**config.mk**
```make
export PLATFORM = sky130hd
export DESIGN_NAME = xor_checked_packet_receiver
export DESIGN_NICKNAME = d
export VERILOG_FILES = /design/src/hdl/xcpr_pkg.sv /design/src/hdl/xcpr_parser.sv /design/src/hdl/xor_checked_packet_receiver.sv
export SDC_FILE = /design/constraint.sdc
export NUM_CORES = 1
export LEC_CHECK = 0
export BUFFER_PORTS_ARGS = -buffer_cell sky130_fd_sc_hd__buf_4
export CORE_ASPECT_RATIO = 1.5
export CORE_UTILIZATION = 60
export CTS_CLUSTER_SIZE = 28
export DETAILED_ROUTE_END_ITERATION = 16
export GPL_TIMING_DRIVEN = 0
export HOLD_SLACK_MARGIN = 0.1
export PLACE_DENSITY = 0.79
export SLEW_MARGIN = 40
export SYNTH_ARGS = -nofsm -noshare
export SYNTH_HDL_FRONTEND = slang
export SYNTH_SLANG_ARGS = --single-unit
```
**constraint.sdc**
```tcl
create_clock -name clk -period 6.5 [get_ports clk]
set_input_delay 0 -clock clk [delete_from_list [all_inputs] [get_ports clk]]
set_output_delay 0 -clock clk [all_outputs]
set_load 0.05 [all_outputs]
```
**src/hdl/xcpr_pkg.sv**
```systemverilog
// Package for the XOR-checked packet receiver.
// Holds the shared widths, register indexes and the frame record passed from
// the parser to the top level. Depends on nothing.
package xcpr_pkg;

  localparam int unsigned ADC_BITS       = 10;
  localparam int unsigned BYTE_W         = 8;
  localparam int unsigned FS_W           = 12;
  localparam int unsigned ADC_W          = 16;
  localparam int unsigned MV_W           = 18;
  localparam int unsigned PROD_W         = ADC_W + FS_W;
  localparam int unsigned CFG_IDX_W      = 2;

  localparam logic [BYTE_W-1:0] MIN_LENGTH     = 8'd4;
  localparam logic [BYTE_W-1:0] POT_MIN_LENGTH = 8'd6;

  localparam logic [BYTE_W-1:0] START_MARKER_RST  = 8'd170;
  localparam logic [BYTE_W-1:0] POT_CODE_RST      = 8'd80;
  localparam logic [FS_W-1:0]   FULL_SCALE_MV_RST = 12'd3300;

  typedef enum logic [CFG_IDX_W-1:0] {
    CFG_START_MARKER  = 2'd0,
    CFG_POT_CODE      = 2'd1,
    CFG_FULL_SCALE_MV = 2'd2,
    CFG_UNUSED        = 2'd3
  } cfg_idx_t;

  typedef struct packed {
    logic              status;
    logic [BYTE_W-1:0] packet_length;
    logic [BYTE_W-1:0] command_byte;
    logic              is_pot_reading;
    logic [ADC_W-1:0]  adc_value;
  } frame_t;

endpackage

```
**src/hdl/xcpr_parser.sv**
```systemverilog
// Byte-level packet parser: start hunt, length check, running XOR and field
// capture. Produces a completed frame record on the checksum byte.
// Depends on xcpr_pkg.
module xcpr_parser (
  input  logic                        clk,
  input  logic                        rst_n,
  input  logic                        accept,
  input  logic [xcpr_pkg::BYTE_W-1:0] rx_byte,
  input  logic [xcpr_pkg::BYTE_W-1:0] start_marker,
  input  logic [xcpr_pkg::BYTE_W-1:0] pot_code,
  output logic                        frame_done,
  output xcpr_pkg::frame_t            frame
);
  import xcpr_pkg::*;

  logic [BYTE_W-1:0] byte_index_r, byte_index_nxt;
  logic [BYTE_W-1:0] exp_len_r, exp_len_nxt;
  logic [BYTE_W-1:0] xor_r, xor_nxt;
  logic [BYTE_W-1:0] cmd_r, cmd_nxt;
  logic [BYTE_W-1:0] high_r, high_nxt;
  logic [BYTE_W-1:0] low_r, low_nxt;
  logic              in_body;
  logic              good;
  logic              has_adc;

  assign in_body = ({1'b0, byte_index_r} + 9'd1) < {1'b0, exp_len_r};
  assign good    = (rx_byte == xor_r);
  assign has_adc = (exp_len_r >= POT_MIN_LENGTH);

  always_comb begin
    byte_index_nxt = byte_index_r;
    exp_len_nxt    = exp_len_r;
    xor_nxt        = xor_r;
    cmd_nxt        = cmd_r;
    high_nxt       = high_r;
    low_nxt        = low_r;
    frame_done     = 1'b0;
    if (accept) begin
      priority if (byte_index_r == 8'd0) begin
        if (rx_byte == start_marker) begin
          xor_nxt        = rx_byte;
          byte_index_nxt = 8'd1;
        end
      end else if (byte_index_r == 8'd1) begin
        if (rx_byte < MIN_LENGTH) begin
          byte_index_nxt = 8'd0;
        end else begin
          exp_len_nxt    = rx_byte;
          xor_nxt        = xor_r ^ rx_byte;
          byte_index_nxt = 8'd2;
        end
      end else if (in_body) begin
        if (byte_index_r == 8'd2) begin
          cmd_nxt = rx_byte;
        end
        if (byte_index_r == 8'd3) begin
          high_nxt = rx_byte;
        end
        if (byte_index_r == 8'd4) begin
          low_nxt = rx_byte;
        end
        xor_nxt        = xor_r ^ rx_byte;
        byte_index_nxt = byte_index_r + 8'd1;
      end else begin
        frame_done     = 1'b1;
        byte_index_nxt = 8'd0;
      end
    end
  end

  always_comb begin
    frame.status         = ~good;
    frame.packet_length  = exp_len_r;
    frame.command_byte   = cmd_r;
    frame.is_pot_reading = good & has_adc & (cmd_r == pot_code);
    frame.adc_value      = has_adc ? {high_r, low_r} : '0;
  end

  always_ff @(posedge clk) begin
    if (!rst_n) begin
      byte_index_r <= '0;
      exp_len_r    <= MIN_LENGTH;
      xor_r        <= '0;
    end else begin
      byte_index_r <= byte_index_nxt;
      exp_len_r    <= exp_len_nxt;
      xor_r        <= xor_nxt;
    end
  end

  always_ff @(posedge clk) begin
    cmd_r  <= cmd_nxt;
    high_r <= high_nxt;
    low_r  <= low_nxt;
  end

endmodule

```
**src/hdl/xor_checked_packet_receiver.sv**
```systemverilog
// Top level of the XOR-checked packet receiver.
// Holds the configuration registers, the frame stage and the millivolt output
// stage. Depends on xcpr_pkg and xcpr_parser.

// One received byte is taken per request in every cycle unless in_stall is
// high. A checksum byte passes the frame stage, which holds the parser's
// frame record, then the output stage, which stores it with the ADC value
// times the full-scale setting as shifted, saturated millivolts. Both stages
// advance unless the output stalls; bytes stall only when both are full.
// Configuration writes are always taken and should be made only while idle.
module xor_checked_packet_receiver (
  input  logic                           clk,
  input  logic                           rst_n,
  input  logic                           in_valid,
  output logic                           in_stall,
  input  logic [xcpr_pkg::BYTE_W-1:0]    in_rx_byte,
  output logic                           out_valid,
  input  logic                           out_stall,
  output logic                           out_status,
  output logic [xcpr_pkg::BYTE_W-1:0]    out_packet_length,
  output logic [xcpr_pkg::BYTE_W-1:0]    out_command_byte,
  output logic                           out_is_pot_reading,
  output logic [xcpr_pkg::ADC_W-1:0]     out_adc_value,
  output logic [xcpr_pkg::MV_W-1:0]      out_millivolts,
  input  logic                           cfg_valid,
  output logic                           cfg_ready,
  input  logic [xcpr_pkg::CFG_IDX_W-1:0] cfg_index,
  input  logic [xcpr_pkg::FS_W-1:0]      cfg_data
);
  import xcpr_pkg::*;

  logic [BYTE_W-1:0] start_marker_r;
  logic [BYTE_W-1:0] pot_code_r;
  logic [FS_W-1:0]   full_scale_r;

  logic              accept;
  logic              frame_done;
  frame_t            frame;
  logic              a_valid_r;
  frame_t            a_frame_r;
  logic              a_advance;
  logic              out_valid_r;
  frame_t            out_frame_r;
  logic [MV_W-1:0]   out_mv_r;
  logic [PROD_W-1:0] product;
  logic [PROD_W-1:0] scaled;
  logic [MV_W-1:0]   mv_sat;

  assign cfg_ready = 1'b1;
  assign in_stall  = a_valid_r & out_valid_r & out_stall;
  assign accept    = in_valid & ~in_stall;
  assign a_advance = a_valid_r & ~(out_valid_r & out_stall);

  always_ff @(posedge clk) begin
    if (!rst_n) begin
      start_marker_r <= START_MARKER_RST;
      pot_code_r     <= POT_CODE_RST;
      full_scale_r   <= FULL_SCALE_MV_RST;
    end else if (cfg_valid && cfg_ready) begin
      unique case (cfg_idx_t'(cfg_index))
        CFG_START_MARKER:  start_marker_r <= cfg_data[BYTE_W-1:0];
        CFG_POT_CODE:      pot_code_r     <= cfg_data[BYTE_W-1:0];
        CFG_FULL_SCALE_MV: full_scale_r   <= cfg_data;
        default: ;
      endcase
    end
  end

  xcpr_parser u_parser (
    .clk          (clk),
    .rst_n        (rst_n),
    .accept       (accept),
    .rx_byte      (in_rx_byte),
    .start_marker (start_marker_r),
    .pot_code     (pot_code_r),
    .frame_done   (frame_done),
    .frame        (frame)
  );

  always_ff @(posedge clk) begin
    if (!rst_n) begin
      a_valid_r <= 1'b0;
    end else if (accept && frame_done) begin
      a_valid_r <= 1'b1;
    end else if (a_advance) begin
      a_valid_r <= 1'b0;
    end
  end

  always_ff @(posedge clk) begin
    if (accept && frame_done) begin
      a_frame_r <= frame;
    end
  end

  assign product = PROD_W'(a_frame_r.adc_value) * PROD_W'(full_scale_r);
  assign scaled  = product >> ADC_BITS;
  assign mv_sat  = (scaled > PROD_W'({MV_W{1'b1}})) ? {MV_W{1'b1}} : scaled[MV_W-1:0];

  always_ff @(posedge clk) begin
    if (!rst_n) begin
      out_valid_r <= 1'b0;
    end else if (a_advance) begin
      out_valid_r <= 1'b1;
    end else if (!out_stall) begin
      out_valid_r <= 1'b0;
    end
  end

  always_ff @(posedge clk) begin
    if (a_advance) begin
      out_frame_r <= a_frame_r;
      out_mv_r    <= mv_sat;
    end
  end

  assign out_valid          = out_valid_r;
  assign out_status         = out_frame_r.status;
  assign out_packet_length  = out_frame_r.packet_length;
  assign out_command_byte   = out_frame_r.command_byte;
  assign out_is_pot_reading = out_frame_r.is_pot_reading;
  assign out_adc_value      = out_frame_r.adc_value;
  assign out_millivolts     = out_mv_r;

endmodule

```
# ---- Yosys cells after proc, flatten, opt, wreduce, memory -nomap -nowiden
# Index checks and enable logic that the tools add are counted.
dict set report word_totals {
  reg_bits 164
  input_bits 27
  out_inout_bits 55
  elab_cells 87
}
dict set report classes {
  n_addsub 2
  n_mul 1
  order_cmp 4
  eq_ne 12
  mux 18
  n_bitwise 14
  reduce_logical 14
}
# operator count
set op_table {}
lappend op_table {{$mux 8} 9}
lappend op_table {{$mul 16x12->28} 1}
lappend op_table {{$eq 8x8->1} 3}
lappend op_table {{$gt 18x18->1 const B} 1}
lappend op_table {{$eq 8x2->1 const B} 2}
lappend op_table {{$reduce_and 5->1} 3}
lappend op_table {{$add 8x1->9 const B} 1}
lappend op_table {{$lt 9x8->1} 1}
lappend op_table {{$add 8x1->8 const B} 1}
lappend op_table {{$eq 8x1->1 const B} 1}
lappend op_table {{$eq 8x3->1 const B} 1}
lappend op_table {{$ge 8x3->1 const B} 1}
lappend op_table {{$logic_not 8->1} 1}
lappend op_table {{$lt 8x3->1 const B} 1}
lappend op_table {{$mux 1} 8}
lappend op_table {{$reduce_and 2->1} 4}
lappend op_table {{$reduce_and 4->1} 2}
lappend op_table {{$xor 8x8->8} 1}
lappend op_table {{$and 1x1->1} 7}
lappend op_table {{$not 1->1} 6}
lappend op_table {{$ne 3x2->1 const B} 1}
lappend op_table {{$reduce_bool 3->1} 1}
lappend op_table {{$eq 2x1->1 const B} 1}
lappend op_table {{$eq 2x2->1 const B} 1}
lappend op_table {{other kinds (6)} 6}

# ---- Depth between registers and ports, before layout
# Gate-level depths: netlist of the first run.
dict set report depth {
  depth_word 8
  depth_mapped 20
  mapped_depth_nobuf 18
}

# ---- Hierarchy
# A second synthesis of the first run with hierarchy kept.
dict set report unflattened {
  hier_cells 1211
  area_unflattened_um2 12530.8
}
# module n_inst cells_per_inst area_each_um2 seq_area_each_um2
set modules_own_cells {}
lappend modules_own_cells {xor_checked_packet_receiver 1 946 9885.7 3183.1}
lappend modules_own_cells {xcpr_parser 1 265 2645.0 1201.2}

# ---- Least setup slack after synthesis of the first run
# OpenSTA, ideal clock, no wires.
dict set report synth_timing {
  kind {flip-flop to flip-flop}
  startpoint {register full_scale_r[5]}
  endpoint {register out_mv_r[17], in the netlist out_millivolts[17], data pin}
  setup_time_ns 0.265
  t_arrival_ns 5.415
  t_required_ns 6.235
  path_slack_ns 0.820
  path_stages_with_launch 20
  path_buffers 3
  synth_period_minus_slack_ns 5.680
  cell_sequence {dfxtp_1 clkbuf_1 clkbuf_1 nand2_1 fa_1 fa_1 inv_1 fa_1 fa_1 inv_1 fa_1 inv_1 ha_1 clkbuf_1 inv_1 nor4_1 nand4b_1 a21o_1 and4_1 or3_1}
}
dict set report synth_via {
  elab_chain_len 2
}
# element line_no
set synth_rtl {}
lappend synth_rtl {{start: declaration} xor_checked_packet_receiver.sv:34} ;# logic [FS_W-1:0] full_scale_r;
lappend synth_rtl {{start signal: assignment} xor_checked_packet_receiver.sv:63} ;# CFG_FULL_SCALE_MV: full_scale_r <= cfg_data;
lappend synth_rtl {{$mul 16x12->28 *} xor_checked_packet_receiver.sv:96} ;# assign product = PROD_W'(a_frame_r.adc_value) * PROD_W'(full_scale_r);
lappend synth_rtl {{$gt 18x18->1} xor_checked_packet_receiver.sv:98} ;# assign mv_sat = (scaled > PROD_W'({MV_W{1'b1}})) ? {MV_W{1'b1}} : scaled[MV_W-1:0];
lappend synth_rtl {{end signal: assignment} xor_checked_packet_receiver.sv:113} ;# out_mv_r <= mv_sat;
lappend synth_rtl {{end: declaration} xor_checked_packet_receiver.sv:44} ;# logic [MV_W-1:0] out_mv_r;
# Mark *: on every way between the ends. The rest lies on a longest branch, timed or not.
# A chain may end at the register's enable or synchronous reset.

# ---- Final worst setup path of the first run
dict set report layout_timing {
  startpoint {register a_frame_r[7] (netlist bit)}
  endpoint {register out_mv_r[17], in the netlist out_millivolts[17], data pin}
}
dict set report layout_via {
  elab_chain_len 2
}
# element line_no
set layout_rtl {}
lappend layout_rtl {{start: declaration} xor_checked_packet_receiver.sv:40} ;# frame_t a_frame_r;
lappend layout_rtl {{start signal: assignment} xor_checked_packet_receiver.sv:92} ;# a_frame_r <= frame;
lappend layout_rtl {{$mul 16x12->28 *} xor_checked_packet_receiver.sv:96}
lappend layout_rtl {{$gt 18x18->1} xor_checked_packet_receiver.sv:98}
# Marks and branches as above.

==> results.toml, run 1 <==
[run_status]
status = "complete, no violations"

[logic_synthesis]
async_flop_share_pct = 0
yosys.cell_count.top_type = "inv_1"
synth_top_family_by_area = "adder cells"
syn_nets = 1483
ys_ff_latch = 164
yosysWarnings = 0
synth_top_area_cell = "edfxtp_1"
yosys.area_share.simple_pct = 16.5
synth.distinct_cells = 65
synth_fa_ha_area_share_pct = 29.2
muxShareOfSynthArea_pct = 1.82
syn-instance-count = 1244
syn-cell-area_um2 = 12600
synthTopCellsByCount = "inv_1, nand2_1, fa_1"
synth_edf_count = 110
synth_top_area_share_pct = 26.1
synth-compound-area-share_pct = 6.48
synth-main-ff-cell = "edfxtp_1"
synth_area_leaders = "edfxtp_1, fa_1, dfxtp_1"
synth_area_per_cell_um2 = 10.2
synth-xor-area-share_pct = 3.25
synth_seq_area_share_pct = 34.7

[clock_network]
clk_pin_slew_worst_paths_ns = 0.06
htreeDepth = 4
worstSkewPairLatency_ns = 0.45
post_cts_buffers = 0
cts_tree = "done"
cts_sinks = 164
clockBufferDepth = 2
cts-root-buf = "clkbuf_16"
cts_inserted_buffers = 17

[placed_design]
postPlaceCellArea_um2 = 13700
dpl.hpwl_um = 24200
place_congestion = 0.957
io_buffers = 79

[min_path]
hold_path.class = "input port to flip-flop"

[cells_and_area]
syn2layout_area_growth_pct = 15.1
fill_cells = 1529
final_area_um2 = 14600
antennaDiodeCount = 0
drive_gt1_share_pct = 11.0
nets = 1613

[die]
die_area_um2 = 21700
initial_core_util_pct = 61.7
die_y_um = 180
die_w_um = 121
rows = 64
pin_count = 82
core-area_um2 = 20500

[sta]
finalWorstPathRequiredPeriod_ns = 6.23
relSlewSlack_pct = 51.9
min_period_over_period_pct = 95.8
rsz0062_at_grt = "no"
setup-violations-final = 0
max_freq_mhz = 161
fin_hold_ws_ns = 0.312
worstMarginPinSlew_ns = 0.715
clock_skew_ns = 0.00780
drv_slew = 0
timing_hold_violations_final = 0

[critical_path]
critPathMostFrequentCell = "fa_1"
arrival_ns = 6.42
slowest_delay_ns = 0.55
critPathKind = "flip-flop to flip-flop"
cp-start-kind = "flip-flop"
worstPathMaxFanout = 10
ff2ff_setup_slack_ns = 0.27
worst_setup_path_end_kind = "flip-flop"
critPathRequiredTime_ns = 6.69
path_cells = "clkbuf_1 > and2_1 > fa_1 > inv_1 > fa_1 > inv_1 > fa_1 > fa_1 > inv_1 > fa_1 > inv_1 > ha_1 > a21o_1 > o21ai_0 > a21oi_1 > o31ai_1 > o211ai_1 > or3_1"
worst_path_max_delay_cell = "o31ai_1"

[route]
drt-met1-wl_um = 10700
routed_via_density = 5.71
drc_errors = 0
wl_met3_um = 1480
wl_per_cell_um = 18.9
highest_layer = "met4"
vias = 9434
detail-route-antenna-nets = 0
dr.pass1.iters = 7
drt_iter0_drc = 549
totalWireLength_um = 31100
wl_met2_um = 16800

[grt]
grt_max_degree = 21
antenna_found_initial = 0
grt_pass1_vias = 9872
grt.overflow.total = 0
grt_pass1_wl_um = 49700
grt_use_total_pct = 30.4

[pwr]
power.density_nw_per_um2 = 156
leakage_nw = 6.55
ir_worst_vdd_v = 0.000194

[flow_run]
maxCapViolCount = 0
[per-layer routing]
| metal | global-route usage [%] | up-vias |
|---|---|---|
| met5 | 0 | - |
| met4 | 19.2 | 0 |
| met3 | 4.76 | 122 |
| met2 | 56.1 | 374 |
| met1 | 31.5 | 4629 |
| li1 | - | 4309 |
[repair_timing]
action | in CTS | in global routing
endpoints found under the setup margin | 5 | 5
cloned | 0 | 0
hold buffers | 28 | 0
gates resized for setup | 2 | 18
hold endpoints to repair | 74 | 0
[placed cells by master, fill, tap and decap left out, types with 9 or more instances in the layout]
| master | netlist | routed |
|---|---|---|
| a21oi_1 | 28 | 27 |
| mux2i_1 | 23 | 23 |
| dfxtp_1 | 54 | 54 |
| nor4_1 | 11 | 10 |
| xnor2_1 | 13 | 13 |
| a41oi_1 | 10 | 10 |
| xor2_1 | 34 | 34 |
| buf_2 | 12 | 12 |
| nand2_1 | 179 | 179 |
| nand3_1 | 26 | 26 |
| nand4_1 | 13 | 13 |
| clkbuf_16 | 0 | 17 |
| edfxtp_1 | 110 | 110 |
| dlygate4sd3_1 | 0 | 28 |
| and2_1 | 90 | 90 |
| fa_1 | 139 | 139 |
| o31ai_1 | 10 | 9 |
| inv_1 | 190 | 190 |
| nor3b_1 | 10 | 10 |
| nor2b_1 | 9 | 9 |
| buf_4 | 2 | 81 |
| clkbuf_1 | 51 | 42 |
| a31oi_1 | 15 | 15 |
| ha_1 | 73 | 73 |
| nor2_1 | 43 | 43 |
[cell families after synthesis]
family | count (synthesis)
AND/OR/NAND/NOR | 419
multiplexers | 23
other | 1
AO/OA/AOI/OAI | 117
XOR/XNOR | 47
adder cells (fa/ha/maj) | 212
buffers and inverters | 261
flip-flops | 164
[stage by stage]
stage | worst slack, ns | utilization [%] | power (mW) | instances | setup TNS, ns
2_1_floorplan | 0.820 | - | 1.23 | 1244 | 0
3_3_place_gp | -0.359 | 66.2 | 1.28 | 1587 | -18.63
3_5_place_dp | -0.177 | 66.7 | 1.28 | 1592 | -0.194
4_1_cts | 0.0116 | 71.0 | 2.28 | 1652 | 0
5_1_grt | 0.0765 | 71.0 | 2.33 | 1651 | 0
6_report | 0.271 | 71.0 | 2.28 | 1651 | 0
[final timing paths]
| path | endpoint | depth (start not counted) | from |
|---|---|---|---|
| max | out_millivolts[17]$_SDFFCE_PN1P_ | 18 | a_frame_r[7]$_SDFFCE_PP0P_ |
| min | u_parser.low_r[3]$_DFFE_PP_ | 2 | in_rx_byte[3] |
| max reg2reg | out_millivolts[17]$_SDFFCE_PN1P_ | 18 | a_frame_r[7]$_SDFFCE_PP0P_ |
| min reg2reg | out_is_pot_reading$_DFFE_PP_ | 0 | a_frame_r[16]$_DFFE_PP_ |
[registers in the layout, summed over array words and instances, names as in the netlist, 12 cells and up]
register,count
a_frame_r,34
out_millivolts,18
out_adc_value,16
full_scale_r,12
[area by class of cell]
class | instances | area, um^2 | share of cell area (%)
Clock buffer | 18 | 429 | 2.95
Multi-Input combinational cell | 819 | 7300 | 50.1
Clock inverter | 14 | 146 | 1.01
Sequential cell | 164 | 4380 | 30.1
Tap cell | 264 | 330 | 2.27
Timing Repair Buffer | 112 | 948 | 6.51
Buffer | 70 | 310 | 2.13
Inverter | 190 | 713 | 4.90
[critical path: cells and delay by family, from the launching register on]
| family | cells | cell delay (ns) |
|---|---|---|
| simple gates | 2 | 0.61 |
| buf+inv | 5 | 0.54 |
| compound gates | 5 | 1.36 |
| flops | 1 | 0.44 |
| fa+ha+maj | 6 | 3.02 |
[power breakdown]
part	total [mW]	internal [mW]	switching [mW]
logic	0.160	0.0648	0.0952
registers	1.12	1.11	0.0110
clock network	0.995	0.540	0.455
total	2.28	1.71	0.561
(Power assumes the default switching activity.)
==> run 2: changes to the inputs <==
ABC_AREA = 1   (was not set)
==> run 2 against run 1 <==
  * Sequential share of layout area is essentially flat
  * Fmax grew 2.5%
  * Power grew 73%
  * Clock power grew 5%
  * Synthesized cell count grew 17%
  * Sequential power grew 6%
  * Register-to-register slack gained 0.15 ns
  * Non-clock buffer count shrank 22
  * First-iteration DRC count grew 13%
  * Cell count grew 13%
  * Largest power group is now combinational logic
  * Highest routed layer unchanged
==> results.toml, run 2 <==
[logic_synthesis]
syn-cell-area_um2 = 12700
syn-instance-count = 1454
async_flop_share_pct = 0
synth_edf_count = 110
synthTopCellsByCount = "nand2_1, inv_1, fa_1"
synth_top_area_cell = "edfxtp_1"
yosysWarnings = 0
synth.distinct_cells = 40
synth_seq_area_share_pct = 34.5
synth_area_leaders = "edfxtp_1, fa_1, nand2_1"
syn_nets = 1693
synth_area_per_cell_um2 = 8.73
yosys.cell_count.top_type = "nand2_1"
ys_ff_latch = 164
synth-main-ff-cell = "edfxtp_1"
synth_top_area_share_pct = 26.0

[sta]
relSlewSlack_pct = 46.4
finalWorstPathRequiredPeriod_ns = 6.08
fin_setup_tns_ns = 0
fin_hold_ws_ns = 0.125
timing_hold_violations_final = 0
worst_slack_ns = 0.422
drv_slew = 0
min_period_over_period_pct = 93.5
clock_skew_ns = 0.0123
worstMarginPinSlew_ns = 0.802
max_freq_mhz = 165
setup-violations-final = 0
rsz0062_at_grt = "no"

[placed_design]
io_buffers = 79
dpl.hpwl_um = 24700
place_congestion = 0.936
placed_cells = 1800
dp_slack_ns = 0.586

[cells_and_area]
fill_cells = 1576
utilization_pct = 70.8
syn2layout_area_growth_pct = 14.7
drive_gt1_share_pct = 8.53
layout_commonest_cell = "nand2_1"
top_register = "a_frame_r"
stdcell_count = 1859
largest_reg_flops = 34
nets = 1821
mostFrequentLayoutCells = "nand2_1, inv_1, fa_1, edfxtp_1, nor2_1"
antennaDiodeCount = 0

[grt]
grt_pass1_wl_um = 52200
grt.overflow.total = 0
grt_max_degree = 35
grt_pass1_vias = 10772
grt_use_total_pct = 31.6
antenna_found_initial = 0

[clock_network]
htreeDepth = 4
cts_sinks = 164
post_cts_buffers = 0
cts_tree = "done"
cts_inserted_buffers = 17
clockBufferDepth = 2
clk_pin_slew_worst_paths_ns = 0.07
worstSkewPairLatency_ns = 0.45
cts-root-buf = "clkbuf_16"

[die]
core-area_um2 = 20600
die_y_um = 180
pin_count = 82
rows = 64
die_w_um = 121
die_area_um2 = 21800
initial_core_util_pct = 61.7

[critical_path]
cp_num_buf_inv = 5
cp.depth = 19
cpLargestDelayFamily = "adder cells"
worst_setup_path_end_kind = "flip-flop"
critPathMostFrequentCell = "fa_1"
r2r_cells = 19
worst_path_max_delay_cell = "fa_1"
critPathKind = "flip-flop to flip-flop"
arrival_ns = 6.28
path_cells = "clkbuf_1 > clkbuf_1 > nand2_1 > fa_1 > fa_1 > inv_1 > fa_1 > fa_1 > inv_1 > fa_1 > inv_1 > ha_1 > a21o_1 > a21boi_0 > o21bai_1 > a21oi_1 > nand2_1 > nand2_1 > nand2_1"
slowest_delay_ns = 0.55
cp-start-kind = "flip-flop"
worstPathMaxFanout = 10
critPathRequiredTime_ns = 6.71

[route]
dr.pass1.iters = 6
wl_per_cell_um = 17.2
drt_iter0_drc = 619
detail-route-antenna-nets = 0
routed_via_density = 5.40
drc_errors = 0
vias = 10039
totalWireLength_um = 32000

[min_path]
worstHoldPathCells = 5
hold_path.class = "input port to flip-flop"

[pwr]
power.density_nw_per_um2 = 270
leakage_nw = 7.24
ir_worst_vdd_v = 0.000191

[flow_run]
maxCapViolCount = 0

[run_status]
status = "complete, no violations"
## run 2: cell types whose count changed after synthesis, sizes merged, moves of 10 or more
cell	delta
nand3	+22
nand2	+175
buf	-13
inv	+136
o21ai	+29
a31oi	-13
a41oi	-10
and2	-89
o31ai	-10
a21oi	+32
nor2	+71
mux2i	-23
## run 2: per-stage QoR
| stage | power, mW | area (um^2) |
|---|---|---|
| after floorplan | 2.47 | 12700 |
| after global placement | 2.84 | 13600 |
| after detailed placement | 2.88 | 13700 |
| after CTS | 3.92 | 14600 |
| after global routing | 4.22 | 14600 |
| final | 3.93 | 14600 |
## run 2: logic make-up (layout without fill, tap and decap cells)
family | after synthesis | after routing | synth area share, %
XOR/XNOR | 36 | 36 | 2.48
buffers and inverters | 378 | 519 | 11.3
AO/OA/AOI/OAI | 122 | 122 | 5.27
AND/OR/NAND/NOR | 541 | 541 | 17.2
flip-flops | 164 | 164 | 34.5
adder cells (fa/ha/maj) | 212 | 212 | 29.1
other | 1 | 1 | 0.0295
## run 2: worst reg2reg max path, delay by kind of cell, from the launching register on
family	cells	cell delay (ns)
AOI/OAI and AO/OA	4	0.99
adders and majority gates	6	2.94
buffers and inverters	5	1.20
DFF	1	0.32
and+or+nand+nor	4	0.39
## run 2: where the power goes
part	switching, mW	leakage [nW]	internal [mW]
Clock	0.471	0.284	0.564
Sequential	0.00634	1.43	1.18
Combinational	1.10	5.52	0.613
Total	1.57	7.24	2.36
## run 2: area by class of cell
cell class              count  area, um^2  share of cell area (%)
plain buffers              51         209                    1.44
multi-input cells         912        6890                    47.3
clock inverters            13         140                   0.962
flip-flops and latches    164        4380                    30.1
well taps                 264         330                    2.27
repair buffers            109         921                    6.32
inverters                 327        1230                    8.43
clock buffers              19         454                    3.12
## run 2: final timing paths
kind	start	to	slack, ns
worst max-delay path	full_scale_r[5]$_SDFFE_PN1P_	out_millivolts[17]$_SDFFCE_PN1P_	0.42
worst min-delay path	cfg_valid	start_marker_r[6]$_SDFFE_PN0P_	0.12
worst max register to register	full_scale_r[5]$_SDFFE_PN1P_	out_millivolts[17]$_SDFFCE_PN1P_	0.42
worst min register to register	a_frame_r[16]$_DFFE_PP_	out_is_pot_reading$_DFFE_PP_	0.42
## run 2: per-layer routing
layer	GRT usage [%]	wire length (um)
met3	6.11	1900
met2	60.7	17500
met5	0	0
met4	18.7	1930
met1	30.2	10700
## run 2: what timing repair did
item,in CTS,in global routing
endpoints found under the hold margin,66,0
gates resized for setup,0,0
hold buffers,27,0
